===== src/rtl/core/pfc_pkg.sv =====
// Shared widths, codes and types of the Playfair cipher block.
package pfc_pkg;

   localparam int KIND_W   = 3;
   localparam int BYTE_W   = 8;
   localparam int LETTER_W = 7;
   localparam int IDX_W    = 5;
   localparam int CELL_W   = 5;

   localparam int NUM_LETTERS = 26;
   localparam int NUM_CELLS   = 25;

   localparam logic [IDX_W-1:0]    IDX_I      = 5'd8;
   localparam logic [IDX_W-1:0]    IDX_J      = 5'd9;
   localparam logic [IDX_W-1:0]    IDX_X      = 5'd23;
   localparam logic [IDX_W-1:0]    LAST_IDX   = 5'd25;
   localparam logic [CELL_W-1:0]   CELLS_FULL = 5'd25;
   localparam logic [LETTER_W-1:0] ASCII_A    = 7'd65;

   typedef enum logic [KIND_W-1:0] {
      KIND_CLEAR    = 3'd0,
      KIND_KEY      = 3'd1,
      KIND_KEY_END  = 3'd2,
      KIND_TEXT     = 3'd3,
      KIND_TEXT_END = 3'd4
   } kind_type;

   typedef enum logic [2:0] {
      ST_IDLE,
      ST_FILL,
      ST_POS_A,
      ST_POS_B,
      ST_CELL_A,
      ST_CELL_B,
      ST_EMIT
   } state_type;

   typedef struct packed {
      logic              valid;
      logic [IDX_W-1:0]  idx;
   } letter_type;

   typedef struct packed {
      logic [CELL_W-1:0] self_cell;
      logic [CELL_W-1:0] other_cell;
      logic              decrypt;
   } cell_req_type;

endpackage


===== src/rtl/core/pfc_if.sv =====
// Handshake channels of the Playfair cipher block: request, response and register write.
interface pfc_req_if;
   logic                         valid;
   logic                         ready;
   logic [pfc_pkg::KIND_W-1:0]   kind;
   logic [pfc_pkg::BYTE_W-1:0]   byte_value;

   modport source (output valid, output kind, output byte_value, input ready);
   modport sink (input valid, input kind, input byte_value, output ready);
endinterface

interface pfc_rsp_if;
   logic                         valid;
   logic                         ready;
   logic [pfc_pkg::LETTER_W-1:0] first_letter;
   logic [pfc_pkg::LETTER_W-1:0] second_letter;
   logic                         has_pair;
   logic                         end_of_message;

   modport source (output valid, output first_letter, output second_letter,
                   output has_pair, output end_of_message, input ready);
   modport sink (input valid, input first_letter, input second_letter,
                 input has_pair, input end_of_message, output ready);
endinterface

interface pfc_csr_if;
   logic valid;
   logic ready;
   logic decrypt_mode;

   modport source (output valid, output decrypt_mode, input ready);
   modport sink (input valid, input decrypt_mode, output ready);
endinterface


===== src/rtl/core/pfc_cell_unit.sv =====
// Square cell arithmetic: maps one letter's cell to its enciphered cell.
module pfc_cell_unit (
   input  pfc_pkg::cell_req_type        cell_req,
   output logic [pfc_pkg::CELL_W-1:0]   cell_out
);
   import pfc_pkg::*;

   function automatic logic [2:0] row_of(input logic [CELL_W-1:0] cell_num);
      logic [8:0] prod;
      prod = {4'b0000, cell_num} * 9'd13;
      return prod[8:6];
   endfunction

   function automatic logic [2:0] col_of(input logic [CELL_W-1:0] cell_num,
                                         input logic [2:0] row);
      logic [CELL_W-1:0] base;
      logic [CELL_W-1:0] diff;
      base = {2'b00, row} * 5'd5;
      diff = cell_num - base;
      return diff[2:0];
   endfunction

   function automatic logic [2:0] add_mod5(input logic [2:0] v, input logic [2:0] step);
      logic [3:0] sum;
      logic [3:0] wrapped;
      sum     = {1'b0, v} + {1'b0, step};
      wrapped = sum - 4'd5;
      return (sum >= 4'd5) ? wrapped[2:0] : sum[2:0];
   endfunction

   logic [2:0] row_s;
   logic [2:0] col_s;
   logic [2:0] row_o;
   logic [2:0] col_o;
   logic [2:0] step;
   logic [2:0] row_r;
   logic [2:0] col_r;

   always_comb begin
      row_s = row_of(cell_req.self_cell);
      col_s = col_of(cell_req.self_cell, row_s);
      row_o = row_of(cell_req.other_cell);
      col_o = col_of(cell_req.other_cell, row_o);
      step  = cell_req.decrypt ? 3'd4 : 3'd1;
      priority if (row_s == row_o) begin
         row_r = row_s;
         col_r = add_mod5(col_s, step);
      end else if (col_s == col_o) begin
         row_r = add_mod5(row_s, step);
         col_r = col_s;
      end else begin
         row_r = row_s;
         col_r = col_o;
      end
      cell_out = ({2'b00, row_r} * 5'd5) + {2'b00, col_r};
   end

endmodule


===== src/rtl/core/playfair_cipher_top.sv =====
// Playfair cipher over a 5x5 key square, with key loading and streamed text.
//
// Request words carry a kind and a raw byte: clear key, key byte, key end,
// text byte and text end. Response words carry one enciphered letter pair,
// or on text end an end marker with or without a padded final pair. The
// register port sets encrypt or decrypt and is always ready.
// Clear key, key bytes, ignored words and the first letter of a pair are taken
// without leaving the idle state. Key end walks all 26 letters through the fill
// index. Text end with no pending letter goes straight to the emit state; a word
// that completes a pair reads both letter positions, works out both cells and
// then emits its response. The letter position memory and
// the key square memory each have one read port and are each read twice in
// turn, the shared cell unit working out one output cell per pass. The block
// accepts no request word while an item is in progress.
// A finished response is held in an output register, so the next request
// word is taken while it waits; if a second response is due before the first
// has been taken, the block waits in its emit state with request ready low.
// Reset selects encrypt mode, clears the key status and any pending letter;
// a new key must be loaded before text is processed.
module playfair_cipher_top (
   input  logic        clock,
   input  logic        reset,
   pfc_req_if.sink     req_chan,
   pfc_rsp_if.source   rsp_chan,
   pfc_csr_if.sink     csr_chan
);
   import pfc_pkg::*;

   function automatic letter_type filter_byte(input logic [BYTE_W-1:0] b);
      letter_type res;
      logic [BYTE_W-1:0] off;
      res = '0;
      priority if (b >= 8'd65 && b <= 8'd90) begin
         off       = b - 8'd65;
         res.valid = 1'b1;
         res.idx   = off[IDX_W-1:0];
      end else if (b >= 8'd97 && b <= 8'd122) begin
         off       = b - 8'd97;
         res.valid = 1'b1;
         res.idx   = off[IDX_W-1:0];
      end else begin
         off = '0;
      end
      if (res.idx == IDX_J) begin
         res.idx = IDX_I;
      end
      return res;
   endfunction

   state_type           state_ff, state_in;
   logic                decrypt_ff, decrypt_in;
   logic [25:0]         used_ff, used_in;
   logic [CELL_W-1:0]   fill_count_ff, fill_count_in;
   logic [IDX_W-1:0]    fill_idx_ff, fill_idx_in;
   logic [IDX_W-1:0]    pend_ff, pend_in;
   logic                pend_valid_ff, pend_valid_in;
   logic                key_ready_ff, key_ready_in;
   logic                rsp_valid_ff, rsp_valid_in;

   logic [IDX_W-1:0]    a_ff, a_in;
   logic [IDX_W-1:0]    b_ff, b_in;
   logic                pair_ff, pair_in;
   logic                end_ff, end_in;
   logic [CELL_W-1:0]   pa_ff, pa_in;
   logic [CELL_W-1:0]   pb_ff, pb_in;
   logic [IDX_W-1:0]    first_ff, first_in;
   logic [LETTER_W-1:0] rsp_first_ff, rsp_first_in;
   logic [LETTER_W-1:0] rsp_second_ff, rsp_second_in;
   logic                rsp_pair_ff, rsp_pair_in;
   logic                rsp_end_ff, rsp_end_in;

   logic [CELL_W-1:0]   pos_mem [NUM_LETTERS];
   logic [IDX_W-1:0]    ks_mem [NUM_CELLS];
   logic [CELL_W-1:0]   pos_rd_ff;
   logic [IDX_W-1:0]    ks_rd_ff;

   logic                req_ready;
   logic                req_fire;
   logic                csr_fire;
   logic                rsp_free;
   logic                emit_load;
   letter_type          letter;
   logic                place_en;
   logic [IDX_W-1:0]    place_idx;
   logic                pos_rd_en;
   logic [IDX_W-1:0]    pos_rd_addr;
   logic                ks_rd_en;
   logic [CELL_W-1:0]   ks_rd_addr;
   cell_req_type        cell_req;
   logic [CELL_W-1:0]   cell_out;

   pfc_cell_unit u_cell (
      .cell_req (cell_req),
      .cell_out (cell_out)
   );

   assign letter   = filter_byte(req_chan.byte_value);
   assign req_fire = req_chan.valid && req_ready;
   assign csr_fire = csr_chan.valid;
   assign rsp_free = !rsp_valid_ff || rsp_chan.ready;

   assign req_chan.ready         = req_ready;
   assign csr_chan.ready         = 1'b1;
   assign rsp_chan.valid         = rsp_valid_ff;
   assign rsp_chan.first_letter  = rsp_first_ff;
   assign rsp_chan.second_letter = rsp_second_ff;
   assign rsp_chan.has_pair      = rsp_pair_ff;
   assign rsp_chan.end_of_message = rsp_end_ff;

   // Letter placement, from a key byte or from the fill walk.
   always_comb begin
      place_en  = 1'b0;
      place_idx = letter.idx;
      if (state_ff == ST_FILL) begin
         place_idx = fill_idx_ff;
         place_en  = !used_ff[fill_idx_ff] && (fill_count_ff < CELLS_FULL);
      end else if (req_fire && req_chan.kind == KIND_KEY) begin
         place_en = !key_ready_ff && letter.valid && !used_ff[letter.idx] &&
                    (fill_count_ff < CELLS_FULL);
      end
   end

   always_comb begin
      state_in = state_ff;
      unique case (state_ff)
         ST_IDLE: begin
            if (req_fire) begin
               priority if (req_chan.kind == KIND_KEY_END) begin
                  state_in = ST_FILL;
               end else if (req_chan.kind == KIND_TEXT) begin
                  if (key_ready_ff && letter.valid && pend_valid_ff) begin
                     state_in = ST_POS_A;
                  end
               end else if (req_chan.kind == KIND_TEXT_END) begin
                  state_in = (key_ready_ff && pend_valid_ff) ? ST_POS_A : ST_EMIT;
               end else begin
                  state_in = ST_IDLE;
               end
            end
         end
         ST_FILL: begin
            if (fill_idx_ff == LAST_IDX) begin
               state_in = ST_IDLE;
            end
         end
         ST_POS_A:  state_in = ST_POS_B;
         ST_POS_B:  state_in = ST_CELL_A;
         ST_CELL_A: state_in = ST_CELL_B;
         ST_CELL_B: state_in = ST_EMIT;
         ST_EMIT: begin
            if (rsp_free) begin
               state_in = ST_IDLE;
            end
         end
         default: state_in = ST_IDLE;
      endcase
   end

   always_comb begin
      req_ready   = 1'b0;
      pos_rd_en   = 1'b0;
      pos_rd_addr = a_ff;
      ks_rd_en    = 1'b0;
      ks_rd_addr  = cell_out;
      emit_load   = 1'b0;
      cell_req.decrypt    = decrypt_ff;
      cell_req.self_cell  = (state_ff == ST_CELL_B) ? pb_ff : pa_ff;
      cell_req.other_cell = (state_ff == ST_CELL_B) ? pa_ff : pos_rd_ff;
      unique case (state_ff)
         ST_IDLE:   req_ready = 1'b1;
         ST_FILL:   req_ready = 1'b0;
         ST_POS_A: begin
            pos_rd_en   = 1'b1;
            pos_rd_addr = a_ff;
         end
         ST_POS_B: begin
            pos_rd_en   = 1'b1;
            pos_rd_addr = b_ff;
         end
         ST_CELL_A: ks_rd_en = 1'b1;
         ST_CELL_B: ks_rd_en = 1'b1;
         ST_EMIT:   emit_load = rsp_free;
         default:   req_ready = 1'b0;
      endcase
   end

   always_comb begin
      decrypt_in    = csr_fire ? csr_chan.decrypt_mode : decrypt_ff;
      used_in       = used_ff;
      fill_count_in = fill_count_ff;
      fill_idx_in   = fill_idx_ff;
      pend_in       = pend_ff;
      pend_valid_in = pend_valid_ff;
      key_ready_in  = key_ready_ff;
      rsp_valid_in  = rsp_valid_ff;
      a_in          = a_ff;
      b_in          = b_ff;
      pair_in       = pair_ff;
      end_in        = end_ff;
      pa_in         = pa_ff;
      pb_in         = pb_ff;
      first_in      = first_ff;
      rsp_first_in  = rsp_first_ff;
      rsp_second_in = rsp_second_ff;
      rsp_pair_in   = rsp_pair_ff;
      rsp_end_in    = rsp_end_ff;

      if (place_en) begin
         used_in[place_idx] = 1'b1;
         fill_count_in      = fill_count_ff + 5'd1;
      end

      if (state_ff == ST_FILL) begin
         fill_idx_in = fill_idx_ff + 5'd1;
         if (fill_idx_ff == LAST_IDX) begin
            key_ready_in = 1'b1;
         end
      end

      if (req_fire) begin
         unique case (req_chan.kind)
            KIND_CLEAR: begin
               used_in        = '0;
               used_in[IDX_J] = 1'b1;
               fill_count_in  = '0;
               key_ready_in   = 1'b0;
               pend_in        = '0;
               pend_valid_in  = 1'b0;
            end
            KIND_KEY_END: fill_idx_in = '0;
            KIND_TEXT: begin
               if (key_ready_ff && letter.valid) begin
                  if (!pend_valid_ff) begin
                     pend_in       = letter.idx;
                     pend_valid_in = 1'b1;
                  end else begin
                     a_in    = pend_ff;
                     pair_in = 1'b1;
                     end_in  = 1'b0;
                     if (!decrypt_ff && letter.idx == pend_ff) begin
                        b_in    = IDX_X;
                        pend_in = letter.idx;
                     end else begin
                        b_in          = letter.idx;
                        pend_valid_in = 1'b0;
                     end
                  end
               end
            end
            KIND_TEXT_END: begin
               a_in          = pend_ff;
               b_in          = IDX_X;
               pair_in       = key_ready_ff && pend_valid_ff;
               end_in        = 1'b1;
               pend_in       = '0;
               pend_valid_in = 1'b0;
            end
            default: pend_in = pend_ff;
         endcase
      end

      if (state_ff == ST_POS_B) begin
         pa_in = pos_rd_ff;
      end
      if (state_ff == ST_CELL_A) begin
         pb_in = pos_rd_ff;
      end
      if (state_ff == ST_CELL_B) begin
         first_in = ks_rd_ff;
      end

      if (emit_load) begin
         rsp_valid_in  = 1'b1;
         rsp_first_in  = pair_ff ? (ASCII_A + {2'b00, first_ff}) : '0;
         rsp_second_in = pair_ff ? (ASCII_A + {2'b00, ks_rd_ff}) : '0;
         rsp_pair_in   = pair_ff;
         rsp_end_in    = end_ff;
      end else if (rsp_chan.ready) begin
         rsp_valid_in = 1'b0;
      end
   end

   always_ff @(posedge clock) begin
      if (reset) begin
         state_ff       <= ST_IDLE;
         decrypt_ff     <= 1'b0;
         used_ff        <= 26'd1 << IDX_J;
         fill_count_ff  <= '0;
         fill_idx_ff    <= '0;
         pend_ff        <= '0;
         pend_valid_ff  <= 1'b0;
         key_ready_ff   <= 1'b0;
         rsp_valid_ff   <= 1'b0;
      end else begin
         state_ff      <= state_in;
         decrypt_ff    <= decrypt_in;
         used_ff       <= used_in;
         fill_count_ff <= fill_count_in;
         fill_idx_ff   <= fill_idx_in;
         pend_ff       <= pend_in;
         pend_valid_ff <= pend_valid_in;
         key_ready_ff  <= key_ready_in;
         rsp_valid_ff  <= rsp_valid_in;
      end
   end

   always_ff @(posedge clock) begin
      a_ff          <= a_in;
      b_ff          <= b_in;
      pair_ff       <= pair_in;
      end_ff        <= end_in;
      pa_ff         <= pa_in;
      pb_ff         <= pb_in;
      first_ff      <= first_in;
      rsp_first_ff  <= rsp_first_in;
      rsp_second_ff <= rsp_second_in;
      rsp_pair_ff   <= rsp_pair_in;
      rsp_end_ff    <= rsp_end_in;
   end

   // Letter position and key square memories, one read port each.
   always_ff @(posedge clock) begin
      if (place_en) begin
         pos_mem[place_idx]    <= fill_count_ff;
         ks_mem[fill_count_ff] <= place_idx;
      end
      if (pos_rd_en) begin
         pos_rd_ff <= pos_mem[pos_rd_addr];
      end
      if (ks_rd_en) begin
         ks_rd_ff <= ks_mem[ks_rd_addr];
      end
   end

`ifndef ASSERT_OFF
   a_fill_count_tracks_used: assert property (@(posedge clock) disable iff (reset)
      $countones(used_ff) == (int'(fill_count_ff) + 1))
      else $error("fill count does not match the number of placed letters");

   a_fill_completes_square: assert property (@(posedge clock) disable iff (reset)
      (state_ff == ST_FILL && fill_idx_ff == LAST_IDX) |=>
      (key_ready_ff && fill_count_ff == CELLS_FULL))
      else $error("key square not full when the fill walk ends");

   a_empty_word_zero: assert property (@(posedge clock) disable iff (reset)
      (rsp_valid_ff && !rsp_pair_ff) |-> (rsp_first_ff == '0 && rsp_second_ff == '0))
      else $error("response without a pair carries letters");

   a_text_end_clears_pending: assert property (@(posedge clock) disable iff (reset)
      (req_fire && req_chan.kind == KIND_TEXT_END) |=> !pend_valid_ff)
      else $error("pending letter survives a text end word");
`endif

endmodule

===== src/flat_wrapper.sv =====
// flat-port wrapper written by rule: the top's interface ports become plain ports
module playfair_cipher_top_flat import pfc_pkg::*;
  (clock, reset, req_chan_valid, req_chan_kind, req_chan_byte_value, req_chan_ready, rsp_chan_valid, rsp_chan_first_letter, rsp_chan_second_letter, rsp_chan_has_pair, rsp_chan_end_of_message, rsp_chan_ready, csr_chan_valid, csr_chan_decrypt_mode, csr_chan_ready);
  pfc_req_if req_chan_i ();
  pfc_rsp_if rsp_chan_i ();
  pfc_csr_if csr_chan_i ();
  input  logic clock;
  input  logic reset;
  input wire logic [$bits(req_chan_i.valid)-1:0] req_chan_valid;
  input wire logic [$bits(req_chan_i.kind)-1:0] req_chan_kind;
  input wire logic [$bits(req_chan_i.byte_value)-1:0] req_chan_byte_value;
  output wire logic [$bits(req_chan_i.ready)-1:0] req_chan_ready;
  output wire logic [$bits(rsp_chan_i.valid)-1:0] rsp_chan_valid;
  output wire logic [$bits(rsp_chan_i.first_letter)-1:0] rsp_chan_first_letter;
  output wire logic [$bits(rsp_chan_i.second_letter)-1:0] rsp_chan_second_letter;
  output wire logic [$bits(rsp_chan_i.has_pair)-1:0] rsp_chan_has_pair;
  output wire logic [$bits(rsp_chan_i.end_of_message)-1:0] rsp_chan_end_of_message;
  input wire logic [$bits(rsp_chan_i.ready)-1:0] rsp_chan_ready;
  input wire logic [$bits(csr_chan_i.valid)-1:0] csr_chan_valid;
  input wire logic [$bits(csr_chan_i.decrypt_mode)-1:0] csr_chan_decrypt_mode;
  output wire logic [$bits(csr_chan_i.ready)-1:0] csr_chan_ready;
  assign req_chan_i.valid = req_chan_valid;
  assign req_chan_i.kind = req_chan_kind;
  assign req_chan_i.byte_value = req_chan_byte_value;
  assign req_chan_ready = req_chan_i.ready;
  assign rsp_chan_valid = rsp_chan_i.valid;
  assign rsp_chan_first_letter = rsp_chan_i.first_letter;
  assign rsp_chan_second_letter = rsp_chan_i.second_letter;
  assign rsp_chan_has_pair = rsp_chan_i.has_pair;
  assign rsp_chan_end_of_message = rsp_chan_i.end_of_message;
  assign rsp_chan_i.ready = rsp_chan_ready;
  assign csr_chan_i.valid = csr_chan_valid;
  assign csr_chan_i.decrypt_mode = csr_chan_decrypt_mode;
  assign csr_chan_ready = csr_chan_i.ready;
  playfair_cipher_top u_core (.clock(clock), .reset(reset), .req_chan(req_chan_i), .rsp_chan(rsp_chan_i), .csr_chan(csr_chan_i));
endmodule

===== config.mk =====
export PLATFORM = sky130hd
export DESIGN_NAME = playfair_cipher_top_flat
export DESIGN_NICKNAME = d
export VERILOG_FILES = /design/src/rtl/core/pfc_pkg.sv /design/src/rtl/core/pfc_if.sv /design/src/rtl/core/pfc_cell_unit.sv /design/src/rtl/core/playfair_cipher_top.sv /design/src/flat_wrapper.sv
export SDC_FILE = /design/constraint.sdc
export NUM_CORES = 1
export LEC_CHECK = 0
export BUFFER_PORTS_ARGS = -buffer_cell sky130_fd_sc_hd__buf_2
export CORE_AREA = 2 2 314 161
export DETAILED_ROUTE_END_ITERATION = 10
export DIE_AREA = 0 0 316 163
export GPL_TIMING_DRIVEN = 0
export PLACE_DENSITY_LB_ADDON = 0.12
export SYNTH_ARGS = -nofsm -noshare
export SYNTH_HDL_FRONTEND = slang
export SYNTH_SLANG_ARGS = --single-unit

===== constraint.sdc =====
create_clock -name clock -period 15.35 [get_ports clock]
set_input_delay 2.3025 -clock clock [delete_from_list [all_inputs] [get_ports clock]]
set_output_delay 2.3025 -clock clock [all_outputs]
set_load 0.02 [all_outputs]

Word level (Yosys, flattened, before mapping)
Memory sizes are Yosys's and may differ from the RTL's. A register that Yosys moved wholly into a read port is not among the register bits.
Index checks and enable logic that the tools add are counted.
{"block": "classes", "n_addsub": 13, "n_mul": 5, "div_mod_pow": 0, "magnitude_cmp": 11, "n_eq_ne": 22, "shifts": 0, "mux": 73, "bitwise_logic": 1, "reduce_logical": 31}
{"op": "two-way mux 5 bit", "n": 19}
{"op": "two-way mux 26 bit", "n": 3}
{"op": "two-way mux 3 bit", "n": 15}
{"op": "case mux 5 bit (2 select lines)", "n": 3}
{"op": "bitwise OR 26 bit", "n": 1}
{"op": "two-way mux 1 bit", "n": 24}
{"op": "case mux 3 bit (7 select lines)", "n": 1}
{"op": "< comparator 5 x 6 -> 1 bit (second input constant)", "n": 3}
{"op": "multiplier 5 x 4 -> 9 bit (second input constant)", "n": 2}
{"op": "greater-or-equal comparator 8 x 7 -> 1 bit (second input constant)", "n": 2}
{"op": "less-or-equal comparator 8 x 7 -> 1 bit (second input constant)", "n": 2}
{"op": "adder 7 x 5 -> 7 bit (first input constant)", "n": 2}
{"op": "logical AND 1 bit", "n": 13}
{"op": "== test 3 x 2 -> 1 bit (second input constant)", "n": 4}
{"op": "== test 3 bit (second input constant)", "n": 4}
{"op": "two-way mux 6 bit", "n": 2}
{"op": "AND reduction 4 bit", "n": 3}
{"op": "adder 5 x 1 -> 5 bit (second input constant)", "n": 2}
{"op": "binary-select mux 1 bit (select 5 bit)", "n": 2}
{"op": "subtractor 5 x 1 -> 5 bit (second input constant)", "n": 2}
{"op": "adder 3 x 3 -> 4 bit", "n": 2}
{"op": "greater-or-equal comparator 4 x 3 -> 1 bit (second input constant)", "n": 2}
{"op": "== test 3 x 1 -> 1 bit (second input constant)", "n": 2}
{"op": "== test 3 bit", "n": 2}
{"op": "22 further kinds", "n": 39}
{"block": "totals", "regBits": 91, "latch_bits": 0, "mem_bits_rw": 255, "mem_bits_ro": 0, "mem_count": 2}
{"memory": "u_core.pos_mem", "depth": 26, "width": 5, "read_ports": 1, "rd_ports_with_merged_regs": 1, "write_ports": 1, "line": "playfair_cipher_top.sv:72", "text": "logic [CELL_W-1:0] pos_mem [NUM_LETTERS];"}
{"memory": "u_core.ks_mem", "depth": 25, "width": 5, "read_ports": 1, "rd_ports_with_merged_regs": 1, "write_ports": 1, "line": "playfair_cipher_top.sv:73", "text": "logic [IDX_W-1:0] ks_mem [NUM_CELLS];"}

Longest topological paths before layout
{"block": "logic_depth", "depth_word": 16, "depth_mapped": 36, "depth_no_buf": 34}

Hierarchy
Synthesis repeated with hierarchy kept, for this count alone.
{"block": "hier_totals", "hier_cells": 1318, "hier_area_um2": 17179.0}
{"module": "playfair_cipher_top", "instances": 1, "cells_per_inst": 1142, "area_per_inst_um2": 15641.3}
{"module": "pfc_cell_unit", "instances": 1, "cells_per_inst": 176, "area_per_inst_um2": 1537.7}

Least setup slack after synthesis
No wires, ideal clock.
{"block": "synth_path", "path_type": "flip-flop to flip-flop", "from": "reg u_core.state_ff[1]", "to": "reg u_core.ks_rd_ff[0] (read register of u_core.ks_mem) (data pin)", "arrival_ns": 7.911, "t_required_ns": 15.082, "path_slack_ns": 7.170, "stages_incl_launch_ff": 32, "synth_period_minus_slack_ns": 8.180, "path_cell_list": "dfxtp_1 buf_2 nand3b_4 buf_2 mux2i_1 inv_1 ha_1 fa_1 ha_1 nand4_1 mux2i_1 or4_1 o2111ai_1 mux2_2 fa_1 ha_1 inv_1 ha_1 nor2b_1 o21ai_0 a211oi_1 mux2i_1 o21ai_0 ha_1 ha_1 fa_1 xor2_1 mux4_2 nand2_1 nor3_1 a211oi_1 o31ai_1"}
{"block": "synth_via", "elab_chain_len": 10, "elab_cells_between_ends": 28, "cone_classes": "add/sub: 7; mul: 5; order compare: 2; eq/ne: 4; mux: 9; reduce/logical: 1"}
{"item": "start, declared", "line": "playfair_cipher_top.sv:50", "text": "state_type state_ff, state_in;"}
{"item": "start signal, assigned", "line": "playfair_cipher_top.sv:295", "text": "state_ff <= state_in;"}
{"item": "== test 3 bit", "line": "playfair_cipher_top.sv:167, playfair_cipher_top.sv:168, playfair_cipher_top.sv:169"}
{"item": "two-way mux 5 bit, on equally long branches", "line": "playfair_cipher_top.sv:167, playfair_cipher_top.sv:168"}
{"item": "multiplier 5 x 4 -> 9 bit", "line": "pfc_cell_unit.sv:10", "text": "prod = {4'b0000, cell_num} * 9'd13;"}
{"item": "multiplier 3 x 3 -> 3 bit / adder 3 x 3 -> 4 bit (equally long branches)", "line": "pfc_cell_unit.sv:18, pfc_cell_unit.sv:26"}
{"item": "subtractor 3 bit (tied with other cells)", "line": "pfc_cell_unit.sv:19", "text": "diff = cell_num - base;"}
{"item": "== test 3 bit (tied with other cells)", "line": "pfc_cell_unit.sv:48", "text": "end else if (col_s == col_o) begin"}
{"item": "two-way mux 3 bit (tied with other cells)", "line": "pfc_cell_unit.sv:48"}
{"item": "two-way mux 3 bit, on equally long branches", "line": "pfc_cell_unit.sv:45, pfc_cell_unit.sv:28"}
{"item": "multiplier 3 x 3 -> 5 bit / two-way mux 3 bit (equally long branches)", "line": "pfc_cell_unit.sv:55, pfc_cell_unit.sv:45"}
{"item": "adder 5 x 3 -> 5 bit", "line": "pfc_cell_unit.sv:55", "text": "cell_out = ({2'b00, row_r} * 5'd5) + {2'b00, col_r};"}
{"item": "end, declared", "line": "playfair_cipher_top.sv:75", "text": "logic [IDX_W-1:0] ks_rd_ff;"}
Several ways; a longest one is shown, not always the timed one.
A chain may end at the register's enable or synchronous reset.

Final worst setup path
{"block": "layout_path", "from": "reg u_core.state_ff[1]", "to": "reg u_core.ks_rd_ff[4] (read register of u_core.ks_mem) (data pin)"}
Same word-level chain as after synthesis.

==> metrics.md <==
| Metric | Value |
|---|---|
| Clock latency on the worst-skew pair | 540 ps |
| Reg2reg end | u_core.ks_rd_ff[4]$_DFFE_PP_ |
| Cells after DPL | 1876 |
| Hold path depth | 0 |
| TritonRoute pass-1 iters | 5 |
| Worst Skew | 17.4 ps |
| Worst Max-Slew Pin Slew | 1300 ps |
| Width of the die | 316 µm |
| CTS Hold Bufs | 0 |
| Seq/Total Area, Yosys | 60.4% |
| TNS Setup | 0 ps |
| Slowest stage delay, CP | approximately 750 ps |
| Max-Cap Viols | 0 |
| DP Area | 0.0179 mm² |
| Final setup vio count | 0 |
| Post-synthesis instance total | 1181 |
| Sequential power share | 41.6% |
| Tot GR Track Use | 17.6% |
| Crit path max-delay cell type | clkbuf_1 |
| Ys async rst share | 0% |
| FILL cells | 4581 |
| Layout cells sized above 1 | 17.4% |
| Initial antenna violation count | 2 |
| WP depth | 30 |
| CP Class | flip-flop to flip-flop |
| Via count | 10183 |
| Initial Util | between 30% and 40% |
| TritonCTS Sinks | 355 |
| Commonest non-fill, non-tap cell in the layout | edfxtp_1 |
| Ys Warns | 0 |
| Peak supply drop | around 0.066 mV |
| Critical Path Fanout Max | 10 |
| Min Clock Period, post-route | 9660 ps |
| Top FF cell, synth | edfxtp_1 |
| Synthesized flop and latch total | between 300 and 400 |
| CP endpoint kind | flip-flop |
| Final worst path period share | between 60% and 70% |
| Routability congestion estimate | between 0.9 and 1 |
| Largest net degree at the start of global routing | 34 |
| Worst Setup Slack, final | about 5700 ps |
| Full die area | approximately 0.052 mm² |
| Fmax | 104 MHz |
| Clock Power Share | 34.0% |
| CTS buffer count | 35 |
| WL per Instance | ~23 µm |
| Gr ovfl total | 0 |
| Crit start category | flip-flop |
| R2R setup slack | 5690 ps |
| CORE AREA | 0.0491 mm² |
| Vias in the first global route | between 10000 and 15000 |
| Fin area | 0.0190 mm² |
| Row count | 58 |
| Final hold viol count | 0 |
| # DRC | 0 |
| Design Power | 0.00255 W |
| Fin cells | 1939 |
| Resize count post-CTS | 0 |
| CP most frequent cell | ha_1 |
| Area growth, synth to finish | 13.0% |
| Most frequent cells in the layout | edfxtp_1, nor2_1, nand2_1 |
| Buffers and inverters on the worst path | 6 |
| Starting DRT DRC Count | 1014 |
| CTS max path bufs | 3 |
| Critical Path AT | 9920 ps |
| Number of enable flip-flop cells after synthesis | 307 |
| CTS tree | yes |
| PortBufs | 32 |
| Syn nets | 1260 |
| DP Wirelength | 32800 µm |
| Combinational power share | about a quarter |
| Post-synth design cell area | 0.0169 mm² |
| Mean Syn Cell Area | between 10 and 15 µm² |
| DP Worst Slack | between 5000 and 6000 ps |
| Hold_sp | u_core.end_ff$_DFFE_PP_ |
| P_sw | 0.000751 W |
| Unrepaired setup endpoints after global routing | no |
| Final nets | 1332 |
| Worst Hold Class | flip-flop to flip-flop |
| Worst Reg2Reg Path Length in Cells | 30 |
| Ports | 36 |
| Die H | 163 µm |
| Synth cell types | 84 |
| Leakage power | 6.68 nW |
| Slew HR | between 10% and 20% |
| Switch share | 29.4% |
| Final Max Slew Viols | 0 |
| First-pass GRT wire length | between 60000 and 70000 µm |
| Number of vias per cell | ~5.3 |
| H-tree levels | 2 |
| Root Buffer | clkbuf_16 |
| Crit path required time | 15610 ps |
| Run status | completed |
| CP delay by family, top | adder cells |
| Reg-to-Reg Start | u_core.state_ff[1]$_SDFFE_PP0P_ |
| Int Power | 0.00180 W |
| WL final | 44400 µm |
| Post-route ant nets | 0 |
| Hold EP | u_core.rsp_chan.end_of_message$_DFFE_PP_ |
| Clk pin slew, worst setup/hold paths | 70 ps |
| Post-CTS setup repair buffer count | 0 |
| Pwr dens | about 130 mW/mm² |
## power groups by stage
| stage | logic, W | registers (W) | clock network, W |
|---|---|---|---|
| after CTS | 0.000626 | 0.00106 | 0.000889 |
| after global routing | 0.000686 | 0.00106 | 0.000933 |
| after floorplan | 0.000441 | 0.00108 | 0 |
| after detailed placement | 0.000624 | 0.00108 | 0 |
| after global placement | 0.000616 | 0.00108 | 0 |
| final | 0.000623 | 0.00106 | 0.000868 |
## synthesized netlist by cell type (24+ instances only)
cell,instances,area share [%]
nor3_1,27,0.80
dfxtp_1,48,5.7
inv_1,64,1.4
clkbuf_1,27,0.60
nor2_1,84,1.9
nand3_1,24,0.71
ha_1,57,4.2
o21ai_0,24,0.71
edfxtp_1,307,55
mux2i_1,44,2.6
a21oi_1,43,1.3
nand2_1,78,1.7
mux4_2,71,9.5
## area by class of cell
type	instances	area (µm²)	share of cell area [%]
Timing Repair Buffer	35	214	1.12
Clock buffer	42	923	4.85
Sequential cell	355	10200	53.5
Buffer	47	206	1.08
Multi-Input combinational cell	715	6240	32.8
Clock inverter	20	206	1.08
Tap cell	660	826	4.34
Inverter	64	240	1.26
Antenna cell	1	2.50	0.0131
## metal layers
| layer | GRT usage, % | part of all wire [%] | vias up |
|---|---|---|---|
| met4 | 3.06 | 1.3 | 0 |
| met2 | 20.5 | 35 | 321 |
| met1 | 30.4 | 56 | 5122 |
| met5 | 0 | 0 | - |
| li1 | - | - | 4697 |
| met3 | 5.44 | 8.5 | 43 |
## state kept, by name (all words and copies together) (netlist names), 6 cells and up
name / flops
u_core.pos_mem: 130
u_core.used_ff: 26
u_core.rsp_chan.first_letter: 6
u_core.rsp_chan.second_letter: 7
u_core.ks_mem: 125
## through the flow
stage / util (%) / hold slack [ps]
floorplan: - / 400
global placement: 36.3 / 460
detailed placement: 36.5 / 435
CTS: 38.8 / 452
global route: 38.8 / 458
finish: 38.8 / 450
## worst reg2reg max path, delay by kind of cell (launching register included)
family                   cells  cell delay (ps)
AND/OR/NAND/NOR              5              970
buffers and inverters        6             2220
adder cells (fa/ha/maj)      7             2550
AO/OA/AOI/OAI                6             1420
flip-flops                   1              320
multiplexers                 5             1760
XOR/XNOR                     1              180
## how the worst max path moves through the flow
stage,start,end,slack (ps)
finish,u_core.state_ff[1]$_SDFFE_PP0P_,u_core.ks_rd_ff[4]$_DFFE_PP_,5690
global placement,u_core.state_ff[1]$_SDFFE_PP0P_,u_core.ks_rd_ff[2]$_DFFE_PP_,5570
detailed placement,u_core.state_ff[1]$_SDFFE_PP0P_,u_core.ks_rd_ff[2]$_DFFE_PP_,5590
floorplan,u_core.state_ff[1]$_SDFFE_PP0P_,u_core.ks_rd_ff[0]$_DFFE_PP_,7170
CTS,u_core.state_ff[1]$_SDFFE_PP0P_,u_core.ks_rd_ff[2]$_DFFE_PP_,5540
global route,u_core.state_ff[1]$_SDFFE_PP0P_,u_core.ks_rd_ff[4]$_DFFE_PP_,4920
## cells by family (layout without fill, tap and decap cells)
logic type               after synthesis  after routing  share of synthesized area [%]
flip-flops                           355            355                           60.4
other                                  1              2                         0.0222
AND/OR/NAND/NOR                      296            296                           8.89
buffers and inverters                111            208                           2.65
AO/OA/AOI/OAI                        181            181                           7.38
XOR/XNOR                              42             42                           2.52
adder cells (fa/ha/maj)               62             62                           4.82
multiplexers                         133            133                           13.3
Note: power is estimated with default switching activity, not from simulation.
